===== config.mk =====
export PLATFORM = sky130hd
export DESIGN_NAME = mixed_radix_time_add_sub_top
export DESIGN_NICKNAME = d
export VERILOG_FILES = /design/src/rtl/mrt_pkg.sv /design/src/rtl/mrt_cdiv.sv /design/src/rtl/mixed_radix_time_add_sub_top.sv
export VERILOG_INCLUDE_DIRS = /design/src /design/src/rtl
export SDC_FILE = /design/constraint.sdc
export NUM_CORES = 2
export LEC_CHECK = 0
export BUFFER_PORTS_ARGS = -buffer_cell sky130_fd_sc_hd__buf_2
export CORE_ASPECT_RATIO = 2
export CORE_MARGIN = 2
export CORE_UTILIZATION = 40
export DETAILED_ROUTE_END_ITERATION = 12
export SLEW_MARGIN = 15
export SYNTH_ARGS = -nofsm -noshare
export SYNTH_HDL_FRONTEND = slang
export SYNTH_SLANG_ARGS = --single-unit
export TNS_END_PERCENT = 50

===== constraint.sdc =====
create_clock -name clock -period 64.4 [get_ports clock]
set_input_delay 6.44 -clock clock [delete_from_list [all_inputs] [get_ports clock]]
set_output_delay 6.44 -clock clock [all_outputs]
set_load 0.03 [all_outputs]

===== src/rtl/mixed_radix_time_add_sub_top_macros.svh =====
// assertion macros shared by the time add/sub rtl
`ifndef MIXED_RADIX_TIME_ADD_SUB_TOP_MACROS_SVH
`define MIXED_RADIX_TIME_ADD_SUB_TOP_MACROS_SVH

// same-cycle implication, sampled on clock, off during reset
`define MRT_ASSERT_NOW(label, ante, cons, msg) \
   label: assert property (@(posedge clock) disable iff (reset) (ante) |-> (cons)) \
      else $error(msg);

// next-cycle implication, sampled on clock, off during reset
`define MRT_ASSERT_NEXT(label, ante, cons, msg) \
   label: assert property (@(posedge clock) disable iff (reset) (ante) |=> (cons)) \
      else $error(msg);

`endif


===== src/rtl/mrt_pkg.sv =====
// types and constants for the mixed-radix time add/sub pipeline
package mrt_pkg;

   // operand and total width in milliseconds, magnitude width
   localparam int OPD_W = 34;
   localparam int MAG_W = 33;

   // unsigned digit widths inside the pipeline
   localparam int HRS_W   = 12;
   localparam int TOT_S_W = 12;
   localparam int MIN_W   = 6;
   localparam int SEC_W   = 6;
   localparam int MS_W    = 10;
   localparam int HMS_REM_W = 22;

   // port field widths
   localparam int HOURS_FW  = 11;
   localparam int MINSEC_FW = 7;
   localparam int MILLIS_FW = 11;

   localparam int HOUR_MS = 3600000;

   localparam logic signed [OPD_W-1:0] HOUR_MS_S = 34'sd3600000;
   localparam logic signed [OPD_W-1:0] MIN_MS_S  = 34'sd60000;
   localparam logic signed [OPD_W-1:0] SEC_MS_S  = 34'sd1000;

   // reciprocal constants: divide by 3600000, 1000 and 60 after a pre-shift
   localparam int HR_SHIFT = 7;
   localparam int HR_MUL_W = 28;
   localparam int HR_K     = 42;
   localparam int HR_DIV_W = 22;
   localparam logic [HR_MUL_W-1:0] HR_RECIP = 28'd156374988;
   localparam logic [HR_DIV_W-1:0] HR_DIV   = 22'd3600000;

   localparam int SC_SHIFT = 3;
   localparam int SC_MUL_W = 20;
   localparam int SC_K     = 26;
   localparam int SC_DIV_W = 10;
   localparam logic [SC_MUL_W-1:0] SC_RECIP = 20'd536871;
   localparam logic [SC_DIV_W-1:0] SC_DIV   = 10'd1000;

   localparam int MN_SHIFT = 2;
   localparam int MN_MUL_W = 11;
   localparam int MN_K     = 14;
   localparam int MN_DIV_W = 6;
   localparam logic [MN_MUL_W-1:0] MN_RECIP = 11'd1093;
   localparam logic [MN_DIV_W-1:0] MN_DIV   = 6'd60;

   typedef struct packed {
      logic ovf;
      logic greater;
      logic equal;
      logic neg;
   } flags_type;

   typedef struct packed {
      flags_type         flags;
      logic [HRS_W-1:0]  hours;
   } sside_type;

   typedef struct packed {
      flags_type         flags;
      logic [HRS_W-1:0]  hours;
      logic [MS_W-1:0]   millis;
   } mside_type;

endpackage


===== src/rtl/mrt_cdiv.sv =====
// three-stage divide by a constant: reciprocal multiply, back-multiply, remainder
`include "mixed_radix_time_add_sub_top_macros.svh"

module mrt_cdiv #(
   parameter int NUM_W = 33,
   parameter int SHIFT = 7,
   parameter int MUL_W = 28,
   parameter logic [MUL_W-1:0] RECIP = 156374988,
   parameter int K = 42,
   parameter int DIV_W = 22,
   parameter logic [DIV_W-1:0] DIVISOR = 3600000,
   parameter int QUO_W = 12,
   parameter int REM_W = 22,
   parameter type side_type = logic
) (
   input  logic             clock,
   input  logic             reset,
   input  logic             adv,
   input  logic             valid_in,
   input  logic [NUM_W-1:0] num_in,
   input  side_type         side_in,
   output logic             valid_out,
   output logic [QUO_W-1:0] quo_out,
   output logic [REM_W-1:0] rem_out,
   output side_type         side_out
);

   localparam int X_W = NUM_W - SHIFT;
   localparam int P_W = X_W + MUL_W;
   localparam int B_W = QUO_W + DIV_W;

   logic             valid_a_ff, valid_b_ff, valid_c_ff;
   logic [P_W-1:0]   prod_a_in, prod_a_ff;
   logic [NUM_W-1:0] num_a_ff, num_b_ff;
   side_type         side_a_ff, side_b_ff, side_c_ff;
   logic [QUO_W-1:0] quo_b_in, quo_b_ff, quo_c_ff;
   logic [B_W-1:0]   back_b_in, back_b_ff;
   logic [NUM_W-1:0] diff_c;
   logic [REM_W-1:0] rem_c_in, rem_c_ff;

   // quotient estimate, exact for the operand range
   assign prod_a_in = P_W'(num_in[NUM_W-1:SHIFT]) * P_W'(RECIP);
   assign quo_b_in  = prod_a_ff[K +: QUO_W];
   assign back_b_in = B_W'(quo_b_in) * B_W'(DIVISOR);
   assign diff_c    = num_b_ff - NUM_W'(back_b_ff);
   assign rem_c_in  = diff_c[REM_W-1:0];

   always_ff @(posedge clock) begin
      if (reset) begin
         valid_a_ff <= 1'b0;
         valid_b_ff <= 1'b0;
         valid_c_ff <= 1'b0;
      end else if (adv) begin
         valid_a_ff <= valid_in;
         valid_b_ff <= valid_a_ff;
         valid_c_ff <= valid_b_ff;
      end
   end

   always_ff @(posedge clock) begin
      if (adv) begin
         prod_a_ff <= prod_a_in;
         num_a_ff  <= num_in;
         side_a_ff <= side_in;
         quo_b_ff  <= quo_b_in;
         back_b_ff <= back_b_in;
         num_b_ff  <= num_a_ff;
         side_b_ff <= side_a_ff;
         quo_c_ff  <= quo_b_ff;
         rem_c_ff  <= rem_c_in;
         side_c_ff <= side_b_ff;
      end
   end

   assign valid_out = valid_c_ff;
   assign quo_out   = quo_c_ff;
   assign rem_out   = rem_c_ff;
   assign side_out  = side_c_ff;

   `MRT_ASSERT_NOW(a_back_not_above_num, valid_b_ff, back_b_ff <= num_b_ff,
      "quotient estimate too large")
   `MRT_ASSERT_NOW(a_rem_below_divisor, valid_c_ff, rem_c_ff < DIVISOR,
      "remainder not below divisor")
   `MRT_ASSERT_NEXT(a_hold_when_stalled, !adv, $stable(valid_c_ff) && $stable(quo_c_ff),
      "divider output moved while held")

endmodule


===== src/rtl/mixed_radix_time_add_sub_top.sv =====
// signed hours:minutes:seconds.millis add/sub with saturation and compare flags
// pipeline: front stages, hour, seconds and minutes dividers, output register
// throughput: one item per cycle; the whole pipeline holds while a result is stalled
// the hour divide by 3600000 sets the depth: reciprocal multiply then back-multiply
// reset clears every valid bit; payload registers are not reset
`include "mixed_radix_time_add_sub_top_macros.svh"

module mixed_radix_time_add_sub_top
   import mrt_pkg::*;
#(
   parameter int MAX_HOURS = 999
) (
   input  logic                         clock,
   input  logic                         reset,
   input  logic                         req_valid,
   output logic                         req_stall,
   input  logic                         req_func,
   input  logic signed [HOURS_FW-1:0]   req_a_hours,
   input  logic signed [MINSEC_FW-1:0]  req_a_minutes,
   input  logic signed [MINSEC_FW-1:0]  req_a_seconds,
   input  logic signed [MILLIS_FW-1:0]  req_a_millis,
   input  logic signed [HOURS_FW-1:0]   req_b_hours,
   input  logic signed [MINSEC_FW-1:0]  req_b_minutes,
   input  logic signed [MINSEC_FW-1:0]  req_b_seconds,
   input  logic signed [MILLIS_FW-1:0]  req_b_millis,
   output logic                         rsp_valid,
   input  logic                         rsp_stall,
   output logic signed [HOURS_FW-1:0]   rsp_r_hours,
   output logic signed [MINSEC_FW-1:0]  rsp_r_minutes,
   output logic signed [MINSEC_FW-1:0]  rsp_r_seconds,
   output logic signed [MILLIS_FW-1:0]  rsp_r_millis,
   output logic                         rsp_overflow,
   output logic                         rsp_a_greater,
   output logic                         rsp_operands_equal,
   output logic                         rsp_result_zero,
   output logic                         rsp_result_negative
);

   localparam int LIM_W = $clog2(MAX_HOURS + 2) + HR_DIV_W;
   localparam logic [LIM_W-1:0] LIMIT =
      LIM_W'(MAX_HOURS) * LIM_W'(HOUR_MS) + LIM_W'(HOUR_MS - 1);

   logic adv;

   // stage 1: field products and operand compare
   logic signed [OPD_W-1:0] a_term_in [4];
   logic signed [OPD_W-1:0] b_term_in [4];
   logic signed [OPD_W-1:0] a_term_ff [4];
   logic signed [OPD_W-1:0] b_term_ff [4];
   logic greater_in, equal_in;
   logic valid1_ff, func1_ff, greater1_ff, equal1_ff;

   // stage 2: operand totals
   logic signed [OPD_W-1:0] opa_in, opb_in, opa_ff, opb_ff;
   logic valid2_ff, func2_ff, greater2_ff, equal2_ff;

   // stage 3: sum or difference
   logic signed [OPD_W-1:0] total_in, total_ff;
   logic valid3_ff, greater3_ff, equal3_ff;

   // stage 4: magnitude
   logic             neg4_in;
   logic [MAG_W-1:0] mag4_in, mag4_ff;
   logic valid4_ff, greater4_ff, equal4_ff, neg4_ff;

   // stage 5: saturation
   logic             ovf5_in;
   logic [MAG_W-1:0] mag5_in, mag5_ff;
   flags_type        flags5_in, flags5_ff;
   logic             valid5_ff;

   // divider chain
   logic                 valid_h, valid_s, valid_m;
   logic [HRS_W-1:0]     hours_h;
   logic [HMS_REM_W-1:0] rem_h;
   flags_type            flags_h;
   sside_type            side_s_in, side_s;
   logic [TOT_S_W-1:0]   tot_s;
   logic [MS_W-1:0]      millis_s;
   mside_type            side_m_in, side_m;
   logic [MIN_W-1:0]     minutes_m;
   logic [SEC_W-1:0]     seconds_m;

   // output register
   logic signed [HOURS_FW-1:0]  r_hours_in, r_hours_ff;
   logic signed [MINSEC_FW-1:0] r_minutes_in, r_minutes_ff;
   logic signed [MINSEC_FW-1:0] r_seconds_in, r_seconds_ff;
   logic signed [MILLIS_FW-1:0] r_millis_in, r_millis_ff;
   logic zero_in;
   logic rsp_valid_ff, ovf_ff, greater_ff, equal_ff, zero_ff, negative_ff;

   assign adv       = !rsp_valid_ff || !rsp_stall;
   assign req_stall = !adv;

   // stage 1
   assign a_term_in[0] = OPD_W'(req_a_hours) * HOUR_MS_S;
   assign a_term_in[1] = OPD_W'(req_a_minutes) * MIN_MS_S;
   assign a_term_in[2] = OPD_W'(req_a_seconds) * SEC_MS_S;
   assign a_term_in[3] = OPD_W'(req_a_millis);
   assign b_term_in[0] = OPD_W'(req_b_hours) * HOUR_MS_S;
   assign b_term_in[1] = OPD_W'(req_b_minutes) * MIN_MS_S;
   assign b_term_in[2] = OPD_W'(req_b_seconds) * SEC_MS_S;
   assign b_term_in[3] = OPD_W'(req_b_millis);

   always_comb begin
      if (req_a_hours != req_b_hours) begin
         greater_in = req_a_hours > req_b_hours;
      end else if (req_a_minutes != req_b_minutes) begin
         greater_in = req_a_minutes > req_b_minutes;
      end else if (req_a_seconds != req_b_seconds) begin
         greater_in = req_a_seconds > req_b_seconds;
      end else begin
         greater_in = req_a_millis > req_b_millis;
      end
   end

   assign equal_in = (req_a_hours == req_b_hours) && (req_a_minutes == req_b_minutes) &&
                     (req_a_seconds == req_b_seconds) && (req_a_millis == req_b_millis);

   // stages 2 to 5
   assign opa_in   = a_term_ff[0] + a_term_ff[1] + a_term_ff[2] + a_term_ff[3];
   assign opb_in   = b_term_ff[0] + b_term_ff[1] + b_term_ff[2] + b_term_ff[3];
   assign total_in = func2_ff ? (opa_ff - opb_ff) : (opa_ff + opb_ff);
   assign neg4_in  = total_ff[OPD_W-1];
   assign mag4_in  = neg4_in ? MAG_W'(-total_ff) : MAG_W'(total_ff);
   assign ovf5_in  = mag4_ff > LIMIT;
   assign mag5_in  = ovf5_in ? MAG_W'(LIMIT) : mag4_ff;

   always_comb begin
      flags5_in.ovf     = ovf5_in;
      flags5_in.greater = greater4_ff;
      flags5_in.equal   = equal4_ff;
      flags5_in.neg     = neg4_ff;
   end

   always_ff @(posedge clock) begin
      if (reset) begin
         valid1_ff <= 1'b0;
         valid2_ff <= 1'b0;
         valid3_ff <= 1'b0;
         valid4_ff <= 1'b0;
         valid5_ff <= 1'b0;
      end else if (adv) begin
         valid1_ff <= req_valid;
         valid2_ff <= valid1_ff;
         valid3_ff <= valid2_ff;
         valid4_ff <= valid3_ff;
         valid5_ff <= valid4_ff;
      end
   end

   always_ff @(posedge clock) begin
      if (adv) begin
         a_term_ff   <= a_term_in;
         b_term_ff   <= b_term_in;
         func1_ff    <= req_func;
         greater1_ff <= greater_in;
         equal1_ff   <= equal_in;
         opa_ff      <= opa_in;
         opb_ff      <= opb_in;
         func2_ff    <= func1_ff;
         greater2_ff <= greater1_ff;
         equal2_ff   <= equal1_ff;
         total_ff    <= total_in;
         greater3_ff <= greater2_ff;
         equal3_ff   <= equal2_ff;
         mag4_ff     <= mag4_in;
         neg4_ff     <= neg4_in;
         greater4_ff <= greater3_ff;
         equal4_ff   <= equal3_ff;
         mag5_ff     <= mag5_in;
         flags5_ff   <= flags5_in;
      end
   end

   // hours and remaining milliseconds
   mrt_cdiv #(
      .NUM_W(MAG_W), .SHIFT(HR_SHIFT), .MUL_W(HR_MUL_W), .RECIP(HR_RECIP), .K(HR_K),
      .DIV_W(HR_DIV_W), .DIVISOR(HR_DIV), .QUO_W(HRS_W), .REM_W(HMS_REM_W),
      .side_type(flags_type)
   ) u_hdiv (
      .clock(clock), .reset(reset), .adv(adv),
      .valid_in(valid5_ff), .num_in(mag5_ff), .side_in(flags5_ff),
      .valid_out(valid_h), .quo_out(hours_h), .rem_out(rem_h), .side_out(flags_h)
   );

   always_comb begin
      side_s_in.flags = flags_h;
      side_s_in.hours = hours_h;
   end

   // total seconds and milliseconds
   mrt_cdiv #(
      .NUM_W(HMS_REM_W), .SHIFT(SC_SHIFT), .MUL_W(SC_MUL_W), .RECIP(SC_RECIP), .K(SC_K),
      .DIV_W(SC_DIV_W), .DIVISOR(SC_DIV), .QUO_W(TOT_S_W), .REM_W(MS_W),
      .side_type(sside_type)
   ) u_sdiv (
      .clock(clock), .reset(reset), .adv(adv),
      .valid_in(valid_h), .num_in(rem_h), .side_in(side_s_in),
      .valid_out(valid_s), .quo_out(tot_s), .rem_out(millis_s), .side_out(side_s)
   );

   always_comb begin
      side_m_in.flags  = side_s.flags;
      side_m_in.hours  = side_s.hours;
      side_m_in.millis = millis_s;
   end

   // minutes and seconds
   mrt_cdiv #(
      .NUM_W(TOT_S_W), .SHIFT(MN_SHIFT), .MUL_W(MN_MUL_W), .RECIP(MN_RECIP), .K(MN_K),
      .DIV_W(MN_DIV_W), .DIVISOR(MN_DIV), .QUO_W(MIN_W), .REM_W(SEC_W),
      .side_type(mside_type)
   ) u_mdiv (
      .clock(clock), .reset(reset), .adv(adv),
      .valid_in(valid_s), .num_in(tot_s), .side_in(side_m_in),
      .valid_out(valid_m), .quo_out(minutes_m), .rem_out(seconds_m), .side_out(side_m)
   );

   // apply the sign to every field
   always_comb begin
      if (side_m.flags.neg) begin
         r_hours_in   = HOURS_FW'(0) - HOURS_FW'(side_m.hours);
         r_minutes_in = MINSEC_FW'(0) - MINSEC_FW'(minutes_m);
         r_seconds_in = MINSEC_FW'(0) - MINSEC_FW'(seconds_m);
         r_millis_in  = MILLIS_FW'(0) - MILLIS_FW'(side_m.millis);
      end else begin
         r_hours_in   = HOURS_FW'(side_m.hours);
         r_minutes_in = MINSEC_FW'(minutes_m);
         r_seconds_in = MINSEC_FW'(seconds_m);
         r_millis_in  = MILLIS_FW'(side_m.millis);
      end
   end

   assign zero_in = (r_hours_in == '0) && (r_minutes_in == '0) &&
                    (r_seconds_in == '0) && (r_millis_in == '0);

   always_ff @(posedge clock) begin
      if (reset) begin
         rsp_valid_ff <= 1'b0;
      end else if (adv) begin
         rsp_valid_ff <= valid_m;
      end
   end

   always_ff @(posedge clock) begin
      if (adv) begin
         r_hours_ff   <= r_hours_in;
         r_minutes_ff <= r_minutes_in;
         r_seconds_ff <= r_seconds_in;
         r_millis_ff  <= r_millis_in;
         ovf_ff       <= side_m.flags.ovf;
         greater_ff   <= side_m.flags.greater;
         equal_ff     <= side_m.flags.equal;
         zero_ff      <= zero_in;
         negative_ff  <= side_m.flags.neg;
      end
   end

   assign rsp_valid           = rsp_valid_ff;
   assign rsp_r_hours         = r_hours_ff;
   assign rsp_r_minutes       = r_minutes_ff;
   assign rsp_r_seconds       = r_seconds_ff;
   assign rsp_r_millis        = r_millis_ff;
   assign rsp_overflow        = ovf_ff;
   assign rsp_a_greater       = greater_ff;
   assign rsp_operands_equal  = equal_ff;
   assign rsp_result_zero     = zero_ff;
   assign rsp_result_negative = negative_ff;

   `MRT_ASSERT_NOW(a_equal_not_greater, rsp_valid_ff && equal_ff, !greater_ff,
      "equal operands flagged as greater")
   `MRT_ASSERT_NOW(a_overflow_saturates, rsp_valid_ff && ovf_ff,
      (r_minutes_ff == 7'sd59) || (r_minutes_ff == -7'sd59),
      "overflow without saturated minutes")
   `MRT_ASSERT_NOW(a_negative_fields, rsp_valid_ff && negative_ff,
      (r_minutes_ff <= 7'sd0) && (r_seconds_ff <= 7'sd0) && (r_millis_ff <= 11'sd0),
      "negative result with a positive field")

endmodule


==> out/qor.yml <==
h-tree-depth: 3
postRouteAntennaNets: 0
slowest_stage: "nand2_4"
fmax_ghz: 0.0707
initial_core_util_pct: 40.2
dieArea_mm2: 0.161
critPathTopFamily: "buffers and inverters"
groute.usage.overall_pct: 16.0
fin_crit_ns: 14.15
drv_slew: 0
synthArstFlopShare_pct: 0
cp_max_fo: 50
crit_path_end_kind: "output pin"
cts_root_buf: "clkbuf_16"
synth_common_cells: "inv_1, ha_1, edfxtp_1"
ctsResizeCount: 0
status: "complete, no violations"
synth_enable_flop_cells: 723
synth.area.top_cells: "edfxtp_1, fa_1, ha_1"
firstDrtPassIters: 5
yosys_register_bits: 738
yosysMostFrequentCell: "inv_1"
fin_nets: 7218
die_x_um: 285
drt_iter0_markers: 1840
synthDominantCellAreaShare_pct: 34.4
worstHoldPathType: "reg -> reg"
synth_area_mm2: 0.0630
crit_top_cell: "buf_2"
path_class: "in -> out"
fillers: 14429
viasPerCell: 4.93
crit_path_max_incr_delay_ns: 0.46
final_util_pct: 43.8
finClkSkew_ns: 0.0203
setup_viol: 0
globalplace.congestion: 0.863
worstPathCellList: "buf_2, nand2_4, inv_1, buf_2"
clk_pin_slew_ns: 0.07
worst_slew_pin_slew_ns: 1.01
cts_hold_buf: 0
area_growth_pct: 9.08
antenna_found_initial: 7
yosysTopAreaCell: "edfxtp_1"
hold_viol_final: 0
crit_path_start_kind: "input port"
insertion_delay_ns: 0.66
cts_setup_buffers: 0
vias: 37437
cp.arrival_ns: 7.71
grt-ovfl-total: 0
synthFlopType: "edfxtp_1"
syn_nets: 7036
max_slew_margin_pct: 31.0
grt_pass1_vias: 39648
avgSynthCellArea_um2: 11.9
final.setup.tns_ns: 0
maxCapViolCount: 0
ys_warn_count: 0
synth_cell_types: 72
wire_per_inst_um: 16.5
io_buffers: 119
rows: 206
period_share_pct: 22.0
cts_num_sinks: 738
post_route_cells_drive_above_1_share_pct: 5.07
core_area_mm2: 0.157
clk_path_buf_depth: 3
io_pins: 120
postSynthCellCount: 5279
grt_start_max_net_pins: 194
tritoncts: "yes"
yosysSeqAreaShare_pct: 34.9
fin_hold_ws_ns: 0.407
drc: 0
path_buf_inv: 3
grt_first_pass_wirelength_um: 206000
cp_data_required_time_ns: 57.96
dpl.hpwl_um: 102000
cts_buffers: 74
die_h_um: 565
wirelength_um: 126000
rsz0062_at_grt: "false"
==> registers in the layout, summed over array words and instances (netlist names), 13 cells and up <==
name / count
a_term_ff: 72
b_term_ff: 72
mag4_ff: 33
mag5_ff: 33
opa_ff: 34
opb_ff: 34
total_ff: 34
u_hdiv.back_b_ff: 13
u_hdiv.num_a_ff: 22
u_hdiv.num_b_ff: 22
u_hdiv.rem_out: 22
u_mdiv.side_a_ff: 25
u_mdiv.side_b_ff: 25
u_mdiv.side_out: 25
u_sdiv.side_a_ff: 15
u_sdiv.side_b_ff: 15
u_sdiv.side_out: 15
==> placed cells by master (no fill, tap or decap), types with 20 or more instances in the layout <==
master	instances
edfxtp_1	723
clkbuf_16	76
inv_1	1142
o211ai_1	21
nand4_1	29
xnor2_1	260
nand2b_1	53
nor2b_1	32
a21o_1	78
a211oi_1	23
or3_1	26
nand2_1	142
nor3_1	84
xor2_1	63
o21bai_1	41
nor2_1	155
o21ai_0	125
buf_2	119
and2_1	23
a31oi_1	26
and3_1	26
o21a_1	42
fa_1	650
nand3_1	61
a21oi_1	188
o31ai_1	20
ha_1	1030
==> worst register-to-register path, delay by kind of cell (launching register included) <==
kind / cells / cell delay [ns]
buf+inv: 6 / 0.32
flops: 1 / 0.98
fa+ha+maj: 8 / 3.50
compound gates: 8 / 2.61
simple gates: 1 / 0.11
==> cells by family after synthesis <==
kind of cell / after synthesis / synth area share, %
buf+inv: 1169 / 6.96
xor+xnor: 323 / 4.49
flops: 738 / 34.9
mux: 3 / 0.0476
fa+ha+maj: 1680 / 41.1
simple gates: 699 / 5.60
other cells: 1 / 0.00595
compound gates: 666 / 6.90
==> cell type report <==
class / count / area (um2) / share of cell area, %
flip-flops and latches: 738 / 22000 / 32.0
clock buffers: 85 / 1950 / 2.83
inverters: 1142 / 4290 / 6.23
multi-input cells: 3372 / 36700 / 53.3
well taps: 2080 / 2600 / 3.78
clock inverters: 49 / 537 / 0.781
diodes: 2 / 5.00 / 0.00728
repair buffers: 133 / 726 / 1.06
==> through the flow <==
| stage | instance area (um2) | cells | setup WS, ns |
|---|---|---|---|
| global placement | 66300 | 7465 | 50.28 |
| detailed placement | 66300 | 7465 | 50.21 |
| CTS | 68800 | 7599 | 50.21 |
| global route | 68800 | 7600 | 50.10 |
| floorplan | 63000 | 5279 | 36.83 |
| finish | 68800 | 7601 | 50.25 |
==> metal layers <==
metal	track usage [%]	vias up	share of wire, %
met5	0	-	0.039
met4	4.60	8	2.5
met3	2.16	158	3.6
met2	27.1	567	48
met1	21.5	18499	46
li1	-	18205	-
==> final timing paths <==
check | from | endpoint | slack (ns) | depth (start not counted)
min reg2reg | u_hdiv.quo_out[10] | u_sdiv.side_a_ff[10] | 0.41 | 0
max | rsp_stall | req_stall | 50.25 | 4
max reg2reg | mag5_ff[20] | u_hdiv.prod_a_ff[53] | 56.70 | 23
min | u_hdiv.quo_out[10] | u_sdiv.side_a_ff[10] | 0.41 | 0
Power is not shown: default switching activity piles up to over one toggle a cycle in this logic, so the estimate is an artifact.
